## config.mk

```make
export PLATFORM = sky130hd
export DESIGN_NAME = sch_mul
export DESIGN_NICKNAME = d
export VERILOG_FILES = /design/src/design/sch_pkg.sv /design/src/design/sch_mul.sv
export SDC_FILE = /design/constraint.sdc
export NUM_CORES = 2
export LEC_CHECK = 0
export ABC_CLOCK_PERIOD_IN_PS = 18050
export BUFFER_PORTS_ARGS = -buffer_cell sky130_fd_sc_hd__buf_4
export CAP_MARGIN = 20
export CORE_MARGIN = 1
export CORE_UTILIZATION = 40
export CTS_CLUSTER_DIAMETER = 50
export DETAILED_ROUTE_END_ITERATION = 16
export PLACE_DENSITY_LB_ADDON = 0.15
export SYNTH_ARGS = -nofsm -noshare
export SYNTH_HDL_FRONTEND = slang
export SYNTH_SLANG_ARGS = --single-unit
```

## constraint.sdc

```tcl
create_clock -name aclk -period 18.05 [get_ports aclk]
set_clock_uncertainty 0.05 [all_clocks]
set_input_delay 1.805 -clock aclk [delete_from_list [all_inputs] [get_ports aclk]]
set_output_delay 1.805 -clock aclk [all_outputs]
set_load 0.01 [all_outputs]
```

## src/design/sch_pkg.sv

```systemverilog
`default_nettype none

package sch_pkg;

    localparam int RADIUS_BITS = 16;
    localparam int R2_BITS     = 2 * RADIUS_BITS;
    localparam int NUM_STAGES  = 7;
    localparam int GEOM_STAGES = 3;
    localparam int TEST_STAGES = NUM_STAGES - GEOM_STAGES;
    localparam int MUL_STAGES  = 2;

endpackage

`default_nettype wire

```

## src/design/sch_mul.sv

```systemverilog
`default_nettype none

module sch_mul #(
    parameter int AW = 34,
    parameter int BW = 34
) (
    input  wire logic                 aclk,
    input  wire logic [sch_pkg::MUL_STAGES-1:0] en,
    input  wire logic [AW-1:0]        a,
    input  wire logic [BW-1:0]        b,
    output logic      [AW+BW-1:0]     p
);
    import sch_pkg::*;

    localparam int PW = AW + BW;
    localparam int AL = (AW + 1) / 2;
    localparam int AH = AW - AL;
    localparam int BL = (BW + 1) / 2;
    localparam int BH = BW - BL;

    logic [AL+BL-1:0] ll_reg;
    logic [AL+BH-1:0] lh_reg;
    logic [AH+BL-1:0] hl_reg;
    logic [AH+BH-1:0] hh_reg;
    logic [PW-1:0]    p_reg;
    logic [PW-1:0]    p_next;

    // partial products
    always_ff @(posedge aclk) begin
        if (en[0]) begin
            ll_reg <= (AL+BL)'(a[AL-1:0])  * (AL+BL)'(b[BL-1:0]);
            lh_reg <= (AL+BH)'(a[AL-1:0])  * (AL+BH)'(b[BW-1:BL]);
            hl_reg <= (AH+BL)'(a[AW-1:AL]) * (AH+BL)'(b[BL-1:0]);
            hh_reg <= (AH+BH)'(a[AW-1:AL]) * (AH+BH)'(b[BW-1:BL]);
        end
    end

    always_comb begin
        p_next = (PW'(hh_reg) << (AL + BL)) + (PW'(hl_reg) << AL)
               + (PW'(lh_reg) << BL) + PW'(ll_reg);
    end

    always_ff @(posedge aclk) begin
        if (en[1]) begin
            p_reg <= p_next;
        end
    end

    assign p = p_reg;

endmodule

`default_nettype wire

```

==> flow_summary.toml <==
[clocking]
clkSinkCount = 204
h-tree-depth = 2
cts.repair.resized = 0
cts_setup_buffers = 0
cts_buffers = 36
clk_path_buf_depth = 3
path_clk_slew_ns = 0.05
clk_latency_ns = 0.59
ctsHoldBuffers = 0
root_buffer = "clkbuf_16"
cts_tree = "built"

[yosys]
synth_warnings = 0
synth_nets = 6395
seq_area_frac_synth = 0.1314
synth_top_family_by_area = "adder cells"
synth-seq-cells = 204
synth_ff_type = "edfxtp_1"
netlist_area_um2 = 46630
synth_area_leaders = "fa_1 (40%), edfxtp_1 (13%), ha_1 (13%)"
synth_top_cell_area_share = 0.3997
synthAdderAreaFrac = 0.5247
yosysUniqueCellTypes = 66
synth.area.mux_share = 0
avgSynthCellArea_um2 = 9.464
yosysTopAreaCell = "fa_1"
synth_edf_count = 204
synth_compound_area_frac = 0.05565
synth_cells = 4927
synth_xor_area_frac = 0.03099
synthArstFlopShare = 0
yosys.area_share.simple = 0.1494

[critical_path]
critPathKind = "in -> reg"
cp_data_required_time_ns = 18.31
rr_startpoint = "lh_reg[1]"
cp_max_fo = 34
startpoint = "b[25]"
crit_arrival_ns = 8.23
worstSetupStartpointType = "primary input"
crit_path_end_kind = "register"

[route]
drc = 0
top_layer_used = "met5"
dr_wl_met3_um = 7094
met1_length_um = 55600
wirelength_um = 126300
viasPerCell = 4.993
avgRoutedWirePerCell_um = 19.65
drt_iter0_drc = 1475
vias = 32110
first_pass_iters = 6
wl_met2_um = 59850
postRouteAntennaNets = 0

[sta]
report.final.slew_viol_count = 0
finalSetupTns_ns = 0
relSlewSlack = 0.3932
finalHoldViolCount = 0
max_freq_mhz = 125.5
tightest_slew_ns = 0.9072
finalCritPeriodShare = 0.4416
setup_violations = 0
fin_crit_ns = 7.971
rsz0062_at_grt = "no"

[global_route]
grt_pass1_wl_um = 201800
grt_max_degree = 60
grt_use_total = 0.2251
grt.overflow.total = 0
antenna_found_initial = 13
grt_pass1_vias = 34700

[cells_and_area]
fill_cells = 11370
largest_reg_flops = 68
drive_above_1_share = 0.04255
area_growth_pct = 7.135
fin_nets = 6354

[min_path]
hold_path.class = "reg -> reg"
hold_start = "ll_reg[4]"

[die]
dieArea_um2 = 117900
initial_core_util = 0.4056
placementRows = 124
die_y_um = 343.4
num_io_pins = 139
die_x_um = 343.4
core_um2 = 115000

[run_status]
status = "finished clean"

[job]
max-cap-violations = 0

[placement]
hpwl_um = 94860
io_buffers = 138
place_congestion = 0.8454
per-layer routing:
layer	vias to the layer above	GRT usage
li1	14750	-
met1	16510	0.3034
met2	701	0.3701
met3	139	0.04100
met4	12	0.06435
met5	-	0
layout make-up:
class | count | area, um^2 | area share
Clock buffer | 41 | 940.9 | 0.01883
Sequential cell | 204 | 6126 | 0.1226
Inverter | 1118 | 4197 | 0.08400
Multi-Input combinational cell | 3384 | 35480 | 0.7101
Clock inverter | 23 | 241.5 | 0.004834
Timing Repair Buffer | 142 | 1070 | 0.02141
Tap cell | 1512 | 1892 | 0.03787
Antenna cell | 6 | 15.01 | 0.0003005
stage by stage:
stage	setup WS, ns	utilization	hold WS (ns)	std cells	cell area, um^2
after floorplan	10.12	-	0.3503	4927	46630
after global placement	9.494	0.4241	0.3522	6360	48760
after detailed placement	9.463	0.4241	0.3556	6360	48760
after CTS	10.07	0.4344	0.3651	6424	49940
after global routing	9.609	0.4344	0.3743	6424	49940
final	10.08	0.4345	0.3636	6430	49960
cell usage after synthesis, drive strengths merged, types with 3 or more instances:
cell type,number
a2111oi,3
a211oi,15
a21boi,4
a21o,84
a21oi,128
a221o,4
a31o,5
a31oi,14
a41o,3
and2,520
and3,17
and4,5
clkbuf,219
edfxtp,204
fa,931
ha,466
inv,1118
nand2,704
nand2b,16
nand3,26
nand3b,3
nand4,16
nor2,55
nor2b,18
nor3,24
nor3b,3
o2111ai,3
o211ai,5
o21a,12
o21ai,71
o21bai,18
o31a,6
o31ai,5
or2,4
or3,7
xnor2,108
xor2,57
critical path, cell delays in order:
cell and delay [ns]:
buf_4 0.39, nand2_1 0.15, fa_1 0.56, inv_1 0.05, fa_1 0.51, inv_1 0.06, fa_1 0.53, inv_1 0.05
fa_1 0.45, fa_1 0.49, inv_1 0.05, fa_1 0.47, inv_1 0.04, ha_1 0.35, and3_1 0.23, a31oi_1 0.18
o21ai_1 0.09, a211oi_1 0.44, a21oi_1 0.28, and4_1 0.31, o41ai_2 0.36, o21bai_1 0.10, a21oi_1 0.18, xnor2_1 0.08
cell usage in the layout, fill, tap and decap left out, drive strengths merged, types with 84 or more instances in the layout:
cell type  count
fa           931
buf          142
a21o          84
xnor2        108
inv         1122
nand2        704
edfxtp       204
a21oi        128
ha           466
and2         520
path summary, 6_finish.rpt:
path | endpoint | slack (ns) | depth (start not counted)
worst max-delay path | lh_reg[28] | 10.08 | 24
worst min-delay path | p[4] | 0.36 | 0
worst max register to register | p[60] | 13.42 | 14
worst min register to register | p[4] | 0.36 | 0
cells by family (layout without fill, tap and decap cells):
logic type | count (synthesis) | after routing
AO/OA/AOI/OAI | 400 | 400
XOR/XNOR | 165 | 165
adder cells (fa/ha/maj) | 1397 | 1397
buffers and inverters | 1339 | 1324
flip-flops | 204 | 204
other | 0 | 6
AND/OR/NAND/NOR | 1422 | 1422
Power is not shown: default switching activity piles up to over one toggle a cycle in this logic, so the estimate is an artifact.
